$ cat src/sv/bsp_pkg.sv
// Shared types, sizes and constants of the B-spline surface point evaluator.
package bsp_pkg;

  // Grid and knot table sizes.
  localparam int PTS      = 3;
  localparam int KNOTS    = 7;
  localparam int GRID     = PTS * PTS;
  localparam int WIN      = PTS + 3;
  localparam int IDX_W    = $clog2(PTS);
  localparam int KIDX_W   = $clog2(KNOTS);
  localparam int GADDR_W  = $clog2(GRID);
  localparam int LOAD_W   = $clog2(WIN);

  // Fixed-point widths of the datapath.
  localparam int NUM_W    = 17;
  localparam int Q_W      = 18;
  localparam int N1_W     = 19;
  localparam int N_W      = 21;
  localparam int MUL_W    = 23;
  localparam int PROD_W   = 2 * MUL_W;
  localparam int W_W      = 2 * N_W;
  localparam int ACC_W    = 60;
  localparam int PT_W     = 48;

  // Divider step count and factor clamp in Q.15.
  localparam int DIV_STEPS = 17;
  localparam logic [16:0] FACTOR_LIMIT = 17'd65536;

  // Request kinds.
  localparam logic [1:0] REQ_POINT = 2'd0;
  localparam logic [1:0] REQ_UKNOT = 2'd1;
  localparam logic [1:0] REQ_VKNOT = 2'd2;
  localparam logic [1:0] REQ_EVAL  = 2'd3;

  typedef struct packed {
    logic [1:0]         req_type;
    logic [3:0]         slot;
    logic signed [15:0] point_x;
    logic signed [15:0] point_y;
    logic signed [15:0] point_z;
    logic [15:0]        knot_value;
    logic [15:0]        param_u;
    logic [15:0]        param_v;
  } req_t;

  typedef struct packed {
    logic signed [15:0] surf_x;
    logic signed [15:0] surf_y;
    logic signed [15:0] surf_z;
  } res_t;

  // Divider command and response.
  typedef struct packed {
    logic                     start;
    logic signed [NUM_W-1:0]  num;
    logic signed [NUM_W-1:0]  den;
  } div_req_t;

  typedef struct packed {
    logic                   done;
    logic signed [Q_W-1:0]  q;
  } div_rsp_t;

endpackage

$ cat src/sv/bspline_surface_point_eval_core.sv
// Quadratic B-spline surface point evaluator: tables, basis sequencer and grid sum.
// A control point or knot write leaves the block idle, so it is ready for another request.
// An evaluate runs from acceptance to the result word through the enabled degree-one and
// degree-two blending terms (at most 28 terms), each solved by the shared bit-serial
// divider, and then through the grid sum, which visits each control point in turn.
// Reset clears the sequencer and the result valid.
module bspline_surface_point_eval_core (
  input  logic           clk,
  input  logic           rst,
  input  logic           req_valid,
  output logic           req_stall,
  input  bsp_pkg::req_t  req,
  output logic           res_valid,
  input  logic           res_stall,
  output bsp_pkg::res_t  res
);
  import bsp_pkg::*;

  typedef enum logic [3:0] {
    S_IDLE, S_LOAD, S_TERM, S_DIVW, S_MULW, S_G0, S_G1, S_G2, S_G3, S_OUT
  } state_t;

  state_t state;

  logic [15:0] uknot [KNOTS];
  logic [15:0] vknot [KNOTS];
  logic [15:0] kw [WIN];
  logic [15:0] tu;
  logic [15:0] tv;
  logic        dir;
  logic        pass;
  logic        side;
  logic [LOAD_W-1:0] cnt;
  logic signed [N_W-1:0]  nsum;
  logic signed [N1_W-1:0] n1 [PTS+1];
  logic signed [N_W-1:0]  nu [PTS];
  logic signed [N_W-1:0]  nv [PTS];
  logic signed [PROD_W-1:0] prod;
  logic signed [W_W-1:0]    w;
  logic [IDX_W-1:0]   gi;
  logic [IDX_W-1:0]   gj;
  logic [GADDR_W-1:0] gaddr;
  logic [1:0]         comp;
  logic               half;
  logic signed [ACC_W-1:0] acc [3];

  logic        accept;
  logic        ram_we;
  logic [PT_W-1:0] ram_rdata;
  logic [KIDX_W-1:0] kidx;
  logic [15:0] knot_rd;
  logic [15:0] t;
  logic        n0a;
  logic        n0b;
  logic        term_en;
  logic signed [NUM_W-1:0] t_num;
  logic signed [NUM_W-1:0] t_den;
  logic signed [N1_W-1:0]  n1_tap;
  div_req_t    dreq;
  div_rsp_t    drsp;
  logic signed [MUL_W-1:0] mul_a;
  logic signed [MUL_W-1:0] mul_b;
  logic signed [PROD_W-1:0] prod_bias;
  logic signed [N_W-1:0]   mul_term;
  logic        term_done;
  logic signed [N_W-1:0]   term_val;
  logic signed [N_W-1:0]   term_sum;
  logic signed [15:0]      pt_c;
  logic signed [ACC_W-1:0] prod_ext;
  logic signed [ACC_W-1:0] acc_add;
  res_t        res_sat;

  assign req_stall = (state != S_IDLE);
  assign accept    = req_valid && !req_stall;
  assign ram_we    = accept && (req.req_type == REQ_POINT) && (req.slot < 4'(GRID));

  // Control point grid storage.
  bsp_ram #(.WIDTH(PT_W), .DEPTH(GRID)) u_grid (
    .clk   (clk),
    .we    (ram_we),
    .waddr (req.slot[GADDR_W-1:0]),
    .wdata ({req.point_x, req.point_y, req.point_z}),
    .raddr (gaddr),
    .rdata (ram_rdata)
  );

  // Knot fetch for the window load; indices past the table read the last knot.
  always_comb begin
    kidx    = (32'(cnt) >= KNOTS) ? KIDX_W'(KNOTS - 1) : KIDX_W'(cnt);
    knot_rd = dir ? vknot[kidx] : uknot[kidx];
    t       = dir ? tv : tu;
  end

  // Blending factor operands from the knot window taps.
  always_comb begin
    n0a = (kw[0] <= t) && (t < kw[1]);
    n0b = (kw[1] <= t) && (t < kw[2]);
    case ({pass, side})
      2'b00: begin
        t_num   = $signed({1'b0, t}) - $signed({1'b0, kw[0]});
        t_den   = $signed({1'b0, kw[1]}) - $signed({1'b0, kw[0]});
        n1_tap  = n1[0];
        term_en = n0a;
      end
      2'b01: begin
        t_num   = $signed({1'b0, kw[2]}) - $signed({1'b0, t});
        t_den   = $signed({1'b0, kw[2]}) - $signed({1'b0, kw[1]});
        n1_tap  = n1[1];
        term_en = n0b;
      end
      2'b10: begin
        t_num   = $signed({1'b0, t}) - $signed({1'b0, kw[0]});
        t_den   = $signed({1'b0, kw[2]}) - $signed({1'b0, kw[0]});
        n1_tap  = n1[0];
        term_en = (n1[0] != '0);
      end
      default: begin
        t_num   = $signed({1'b0, kw[3]}) - $signed({1'b0, t});
        t_den   = $signed({1'b0, kw[3]}) - $signed({1'b0, kw[1]});
        n1_tap  = n1[1];
        term_en = (n1[1] != '0);
      end
    endcase
    dreq.start = (state == S_TERM) && term_en && (t_den != '0);
    dreq.num   = t_num;
    dreq.den   = t_den;
  end

  bsp_div u_div (
    .clk  (clk),
    .rst  (rst),
    .dreq (dreq),
    .drsp (drsp)
  );

  // Control point component for the grid multiply.
  always_comb begin
    case (comp)
      2'd0:    pt_c = ram_rdata[47:32];
      2'd1:    pt_c = ram_rdata[31:16];
      default: pt_c = ram_rdata[15:0];
    endcase
  end

  // Shared multiplier operand selection.
  always_comb begin
    mul_a = '0;
    mul_b = '0;
    case (state)
      S_DIVW: begin
        mul_a = MUL_W'(drsp.q);
        mul_b = MUL_W'(n1_tap);
      end
      S_G0: begin
        mul_a = MUL_W'(nu[gi]);
        mul_b = MUL_W'(nv[gj]);
      end
      S_G2: begin
        mul_a = MUL_W'(pt_c);
        mul_b = half ? MUL_W'($signed(w[W_W-1:21])) : $signed({2'b00, w[20:0]});
      end
      default: begin
        mul_a = '0;
        mul_b = '0;
      end
    endcase
  end

  // Term value and basis accumulation; products are truncated toward zero.
  always_comb begin
    prod_bias = prod + (prod[PROD_W-1] ? PROD_W'(32767) : '0);
    mul_term  = N_W'(prod_bias >>> 15);
    term_done = ((state == S_TERM) && !dreq.start) ||
                ((state == S_DIVW) && drsp.done && !pass) ||
                (state == S_MULW);
    if (state == S_TERM) begin
      term_val = '0;
    end else if (state == S_DIVW) begin
      term_val = N_W'(drsp.q);
    end else begin
      term_val = mul_term;
    end
    term_sum = nsum + term_val;
  end

  // Grid accumulation operand: low partial product, or high one shifted up.
  always_comb begin
    prod_ext = ACC_W'(prod);
    acc_add  = half ? (prod_ext <<< 21) : prod_ext;
  end

  // Output rounding toward zero and saturation.
  function automatic logic signed [15:0] sat_out(input logic signed [ACC_W-1:0] a);
    logic signed [ACC_W-1:0] biased;
    logic signed [ACC_W-1:0] shifted;
    biased  = a + (a[ACC_W-1] ? ACC_W'(30'h3fffffff) : '0);
    shifted = biased >>> 30;
    if (shifted > ACC_W'(32767)) begin
      sat_out = 16'sh7fff;
    end else if (shifted < -ACC_W'(32768)) begin
      sat_out = 16'sh8000;
    end else begin
      sat_out = shifted[15:0];
    end
  endfunction

  always_comb begin
    res_sat.surf_x = sat_out(acc[0]);
    res_sat.surf_y = sat_out(acc[1]);
    res_sat.surf_z = sat_out(acc[2]);
  end

  // Knot table writes.
  always_ff @(posedge clk) begin
    if (accept && (req.slot < 4'(KNOTS))) begin
      if (req.req_type == REQ_UKNOT) begin
        uknot[req.slot[KIDX_W-1:0]] <= req.knot_value;
      end
      if (req.req_type == REQ_VKNOT) begin
        vknot[req.slot[KIDX_W-1:0]] <= req.knot_value;
      end
    end
  end

  // Shared multiplier product register.
  always_ff @(posedge clk) begin
    prod <= mul_a * mul_b;
  end

  // Sequencer: window load, basis terms, grid sum and result word.
  always_ff @(posedge clk) begin
    if (rst) begin
      state     <= S_IDLE;
      res_valid <= 1'b0;
    end else begin
      // The finishing step reloads the output itself.
      if (res_valid && !res_stall && (state != S_OUT)) begin
        res_valid <= 1'b0;
      end
      case (state)
        S_IDLE: begin
          if (accept && (req.req_type == REQ_EVAL)) begin
            tu    <= req.param_u;
            tv    <= req.param_v;
            dir   <= 1'b0;
            pass  <= 1'b0;
            side  <= 1'b0;
            cnt   <= '0;
            nsum  <= '0;
            gi    <= '0;
            gj    <= '0;
            gaddr <= '0;
            comp  <= '0;
            half  <= 1'b0;
            for (int c = 0; c < 3; c++) begin
              acc[c] <= '0;
            end
            state <= S_LOAD;
          end
        end
        S_LOAD: begin
          kw[WIN-1] <= knot_rd;
          for (int k = 0; k < WIN - 1; k++) begin
            kw[k] <= kw[k+1];
          end
          if (cnt == LOAD_W'(WIN - 1)) begin
            cnt   <= '0;
            state <= S_TERM;
          end else begin
            cnt <= cnt + LOAD_W'(1);
          end
        end
        S_TERM: begin
          if (dreq.start) begin
            state <= S_DIVW;
          end
        end
        S_DIVW: begin
          if (drsp.done && pass) begin
            state <= S_MULW;
          end
        end
        S_MULW: begin
          // The finished-term step below picks the next state.
        end
        S_G0: begin
          state <= S_G1;
        end
        S_G1: begin
          w     <= prod[W_W-1:0];
          state <= S_G2;
        end
        S_G2: begin
          state <= S_G3;
        end
        S_G3: begin
          acc[comp] <= acc[comp] + acc_add;
          if (!half) begin
            half  <= 1'b1;
            state <= S_G2;
          end else begin
            half <= 1'b0;
            if (comp == 2'd2) begin
              comp <= '0;
              if (gaddr == GADDR_W'(GRID - 1)) begin
                state <= S_OUT;
              end else begin
                gaddr <= gaddr + GADDR_W'(1);
                if (gj == IDX_W'(PTS - 1)) begin
                  gj <= '0;
                  gi <= gi + IDX_W'(1);
                end else begin
                  gj <= gj + IDX_W'(1);
                end
                state <= S_G0;
              end
            end else begin
              comp  <= comp + 2'd1;
              state <= S_G2;
            end
          end
        end
        S_OUT: begin
          if (!res_valid || !res_stall) begin
            res       <= res_sat;
            res_valid <= 1'b1;
            state     <= S_IDLE;
          end
        end
        default: begin
          state <= S_IDLE;
        end
      endcase

      // Finished term: sum the two sides, store the basis value, step the window.
      if (term_done) begin
        if (!side) begin
          nsum  <= term_val;
          side  <= 1'b1;
          state <= S_TERM;
        end else begin
          nsum <= '0;
          side <= 1'b0;
          for (int k = 0; k < WIN - 1; k++) begin
            kw[k] <= kw[k+1];
          end
          for (int k = 0; k < PTS; k++) begin
            n1[k] <= n1[k+1];
          end
          if (!pass) begin
            n1[PTS] <= N1_W'(term_sum);
          end else if (!dir) begin
            nu[PTS-1] <= term_sum;
            for (int k = 0; k < PTS - 1; k++) begin
              nu[k] <= nu[k+1];
            end
          end else begin
            nv[PTS-1] <= term_sum;
            for (int k = 0; k < PTS - 1; k++) begin
              nv[k] <= nv[k+1];
            end
          end
          if (!pass && (cnt == LOAD_W'(PTS))) begin
            pass  <= 1'b1;
            cnt   <= '0;
            state <= S_LOAD;
          end else if (pass && (cnt == LOAD_W'(PTS - 1))) begin
            cnt <= '0;
            if (!dir) begin
              dir   <= 1'b1;
              pass  <= 1'b0;
              state <= S_LOAD;
            end else begin
              state <= S_G0;
            end
          end else begin
            cnt   <= cnt + LOAD_W'(1);
            state <= S_TERM;
          end
        end
      end
    end
  end

  // The divider only answers a request issued from the term step.
  assert property (@(posedge clk) disable iff (rst)
    drsp.done |-> (state == S_DIVW))
    else $error("divider response outside of wait step");

  // An accepted evaluate starts the knot window load.
  assert property (@(posedge clk) disable iff (rst)
    (accept && (req.req_type == REQ_EVAL)) |=> (state == S_LOAD))
    else $error("evaluate did not start the window load");

  // A free output register always takes the finished word.
  assert property (@(posedge clk) disable iff (rst)
    ((state == S_OUT) && !res_valid) |=> (res_valid && (state == S_IDLE)))
    else $error("finished word not presented");

endmodule

$ cat src/sv/bsp_ram.sv
// Generic single-write, single-read RAM with registered read data.
module bsp_ram #(
  parameter int WIDTH = 8,
  parameter int DEPTH = 4
) (
  input  logic                     clk,
  input  logic                     we,
  input  logic [$clog2(DEPTH)-1:0] waddr,
  input  logic [WIDTH-1:0]         wdata,
  input  logic [$clog2(DEPTH)-1:0] raddr,
  output logic [WIDTH-1:0]         rdata
);

  logic [WIDTH-1:0] mem [DEPTH];

  // Write port and registered read port.
  always_ff @(posedge clk) begin
    if (we) begin
      mem[waddr] <= wdata;
    end
    rdata <= mem[raddr];
  end

endmodule

$ cat src/sv/bsp_div.sv
// Bit-serial divider for blending factors: (num * 2^15) / den, clamped to +/-2.0.
module bsp_div (
  input  logic               clk,
  input  logic               rst,
  input  bsp_pkg::div_req_t  dreq,
  output bsp_pkg::div_rsp_t  drsp
);
  import bsp_pkg::*;

  logic        running;
  logic [4:0]  cnt;
  logic [15:0] rem;
  logic [15:0] dvs;
  logic [16:0] quo;
  logic [16:0] sh;
  logic        neg;

  logic [16:0] num_abs;
  logic [16:0] den_abs;
  logic        sat_hit;
  logic [16:0] rem2;
  logic        ge;
  logic [16:0] rem_diff;
  logic [16:0] quo_next;
  logic [16:0] mag;
  logic [17:0] q_final;

  // Operand magnitudes; a quotient of 2^17 or more always saturates.
  always_comb begin
    num_abs = dreq.num[16] ? (~dreq.num + 17'd1) : dreq.num;
    den_abs = dreq.den[16] ? (~dreq.den + 17'd1) : dreq.den;
    sat_hit = {1'b0, num_abs} >= {den_abs, 1'b0} + {den_abs, 1'b0};
  end

  // One restoring step per cycle.
  always_comb begin
    rem2     = {rem, sh[16]};
    ge       = rem2 >= {1'b0, dvs};
    rem_diff = rem2 - {1'b0, dvs};
    quo_next = {quo[15:0], ge};
    mag      = (quo_next > FACTOR_LIMIT) ? FACTOR_LIMIT : quo_next;
    q_final  = neg ? (~{1'b0, mag} + 18'd1) : {1'b0, mag};
  end

  always_ff @(posedge clk) begin
    if (rst) begin
      running   <= 1'b0;
      drsp.done <= 1'b0;
    end else begin
      // Done pulses after a saturated start or after the last restoring step.
      drsp.done <= dreq.start ? sat_hit : (running && (cnt == 5'(DIV_STEPS - 1)));
      if (dreq.start) begin
        neg <= dreq.num[16] ^ dreq.den[16];
        if (sat_hit) begin
          drsp.q    <= (dreq.num[16] ^ dreq.den[16]) ? (~{1'b0, FACTOR_LIMIT} + 18'd1)
                                                     : {1'b0, FACTOR_LIMIT};
        end else begin
          rem     <= {2'b00, num_abs[15:2]};
          sh      <= {num_abs[1:0], 15'd0};
          quo     <= '0;
          dvs     <= den_abs[15:0];
          cnt     <= '0;
          running <= 1'b1;
        end
      end else if (running) begin
        rem <= ge ? rem_diff[15:0] : rem2[15:0];
        sh  <= {sh[15:0], 1'b0};
        quo <= quo_next;
        cnt <= cnt + 5'd1;
        if (cnt == 5'(DIV_STEPS - 1)) begin
          running   <= 1'b0;
          drsp.q    <= q_final;
        end
      end
    end
  end

endmodule
$ cat config.mk
export PLATFORM = sky130hd
export DESIGN_NAME = bspline_surface_point_eval_core
export DESIGN_NICKNAME = d
export VERILOG_FILES = /design/src/sv/bsp_pkg.sv /design/src/sv/bspline_surface_point_eval_core.sv /design/src/sv/bsp_ram.sv /design/src/sv/bsp_div.sv
export SDC_FILE = /design/constraint.sdc
export NUM_CORES = 2
export LEC_CHECK = 0
export ABC_AREA = 1
export BUFFER_PORTS_ARGS = -buffer_cell sky130_fd_sc_hd__buf_4
export CAP_MARGIN = 30
export CORE_MARGIN = 3
export CORE_UTILIZATION = 65
export DETAILED_ROUTE_END_ITERATION = 6
export PLACE_DENSITY = 0.83
export SLEW_MARGIN = 20
export SYNTH_ARGS = -nofsm -noshare
export SYNTH_HDL_FRONTEND = slang
export SYNTH_SLANG_ARGS = --single-unit
$ cat constraint.sdc
create_clock -name clk -period 12.1 [get_ports clk]
set_input_delay 2.42 -clock clk [delete_from_list [all_inputs] [get_ports clk]]
set_output_delay 2.42 -clock clk [all_outputs]
set_load 0.005 [all_outputs]
==> impl_results.md <==
* Setup violators final at 0
* Final Wtd Congestion at 1.05
* CTS Sinks at 1535
* Multi-input logic area at 46000 um2
* Ports at 156
* Initial Util at 0.657
* Iter 0 DRT Violations at 12134
* Full die area at 157000 um2
* Antenna Violating Nets Remaining at 0
* Final #Nets at 12022
* Status: complete, but fails checks
* Vert. Die Dim at 396 um
* WP buf/inv at 10
* Post-synth top flop: edfxtp_1
* Postcts setup bufs at 0
* PostCTS Resize Cnt at 0
* Worst Tran Pin Value at 1.07 ns
* Cell family with the largest share of critical-path delay: adder cells
* CP startpoint kind: flip-flop
* Arrival time worst endpoint at 11.00 ns
* Max Freq at 0.0968 GHz
* Total GRT Usage at 0.404
* Cell count after placement at 12756
* Post-synth top area cell: edfxtp_1
* CTS Buffer Depth at 3
* Main combinational cell family by area after synthesis: simple AND/OR/NAND/NOR gates
* Count leader, synth: nand2_1
* Hold_buf cts at 0
* Drt first pass iters at 7
* Syn Std Cell Area at 98700 um2
* Wirelength per Cell at 24.4 um
* Library cells used by synthesis at 70
* EDFF count, synth at 1428
* Minimum clock period at 10.33 ns
* Largest net degree at the start of global routing at 196
* First-pass GRT wire length at 478 mm
* LEAKAGE at 0.0469 uW
* Top cells by area, synth: edfxtp_1, fa_1, nand2_1
* Total wire length at 319 mm
* Die Wd at 396 um
* Non-filler cells, final at 13065
* Total core area at 150000 um2
* Adder-cell area share of the yosys netlist at 0.169
* Seq/Total Area, Yosys at 0.456
* Fin Hold WS at 0.386 ns
* Vias in the first global route at 79127
* Root Driver: clkbuf_16
* CTS H-tree depth at 4
* GRT overflow at 0
* IR drop worst, VDD at 0.156 mV
* CP Class: reg2reg
* Crit. End Element: flip-flop
* Clk_lat worst skew at 0.89 ns
* Ys async rst share at 0
* Max-Cap Viols at 0
* Req. time, crit path at 12.77 ns
* Crit path largest cell delay at 0.78 ns
* Mux contribution to synthesized area at 0.000228
* RSZ-0062 raised after global routing: false
* Vias post-DR at 81266
* Total number of yosys warnings at 0
* Failing checks: design-rule violations
* Vias/cell at 6.22
* Hold WC Path Type: reg2reg
* Final hold vios at 0
* CP most frequent cell: inv_1
* Filler cells at 10772
* Clk pin slew, worst setup/hold paths at 0.06 ns
* Post-synthesis xor/xnor area fraction at 0.0173
* Simple-gate area share of the yosys netlist at 0.172
* Final setup TNS at 0 ns
* Sequential Area at 45000 um2
* CP Max Fanout at 25
* Initial antenna violation count at 18
* Mapped Nets at 11914
* Post-synthesis average cell area at 9.14 um2
* Cells after synthesis at 10801
* Post-synth top cells: nand2_1, inv_1, edfxtp_1, nor2_1, o21ai_0
* Clk_skew at 0.120 ns
* Period Utilization, post-route at 0.854
* PortBufs at 155
* Max Slew Vio Count at 0
* CTS tree: done
* Post-synthesis compound-gate area fraction at 0.104
* Clock buffer count from CTS at 156
* Crit-path slowest cell: nand2_1
* Hpwl dp at 230 mm
* Slew Limit Headroom at 0.278
* FP Rows at 142
* Residual DRC at 7
* Total power per unit cell area at 146 nW/um2
* Synth-to-Final Area Change at 9.44%
* Post-synth top area share at 0.434
* Synthesis-stage register bit count at 1535
* Layout cells sized above 1 at 0.0676
==> path summary, 6_finish.rpt <==
path	startpoint	end	slack (ns)	depth (start not counted)
worst max-delay path	state[3]	prod[44]	1.77	34
worst min-delay path	kw[4][13]	kw[3][13]	0.39	0
worst max register to register	state[3]	prod[44]	1.77	34
worst min register to register	kw[4][13]	kw[3][13]	0.39	0
==> report_power, final <==
group / total [uW] / switching (uW) / internal [uW]
Sequential: 6260 / 157 / 6100
Clock: 5120 / 2240 / 2870
Combinational: 4440 / 3190 / 1250
==> stage by stage <==
step                      worst slack, ns  instance area (um2)  total power, uW   util
after floorplan                      3.11                98700             9150      -
final                                1.77               108000            15800  0.719
after global routing                 1.37               108000            16400  0.719
after CTS                            2.14               108000            15700  0.718
after detailed placement             2.18               102000            10600  0.682
after global placement               2.48               102000            10500  0.681
==> layout make-up <==
class                           instances  area share
Timing Repair Buffer                  322      0.0235
Antenna cell                            9    0.000208
Multi-Input combinational cell       7168       0.426
Clock inverter                         86      0.0118
Sequential cell                      1535       0.417
Clock buffer                          203      0.0386
Tap cell                             2016      0.0233
Inverter                             1726      0.0600
==> metal layers <==
layer,global-route usage,routed length [um],vias up
met5,0,46,-
met4,0.148,12900,8
met3,0.144,47900,853
met2,0.588,137000,5724
met1,0.561,121000,38808
li1,-,-,35873
==> cells by family (layout without fill, tap and decap cells) <==
kind of cell	Yosys count	in the layout
buf+inv	2098	2337
simple gates	4150	4150
flops	1535	1535
fa+ha+maj	1007	1007
mux	2	2
compound gates	1814	1814
xor+xnor	195	195
other cells	0	9
==> flip-flops by register name, summed over array words and instances, names as in the netlist, 16 cells and up, named ones only <==
signal and count:
nu 63, u_div.rem 16, tu 16, vknot 112, u_grid.mem 432, tv 16, u_div.drsp 19, kw 96
u_div.quo 16, nsum 21, w 42, u_div.dvs 16, uknot 112, acc 240, n1 76, nv 63
res 48, prod 46, u_grid.rdata 48
==> placed cells by master, fill, tap and decap left out, types with 19 or more instances in the layout <==
cell type / n
nand2_1: 2229
inv_1: 1705
edfxtp_1: 1428
nor2_1: 1138
o21ai_0: 694
a21oi_1: 609
fa_1: 544
ha_1: 463
nand3_1: 420
buf_4: 308
clkbuf_16: 156
o22ai_1: 132
xor2_1: 117
dfxtp_1: 106
nor3_1: 101
xnor2_1: 78
o221ai_1: 70
nand4_1: 66
a31oi_1: 42
o211ai_1: 41
a21o_1: 40
clkbuf_1: 38
nor4_1: 36
or2_2: 31
clkinv_1: 25
nor2_2: 24
o21bai_1: 24
o21ai_1: 23
clkinv_2: 21
nand3b_1: 19
a221oi_1: 19
(Power assumes the default switching activity.)
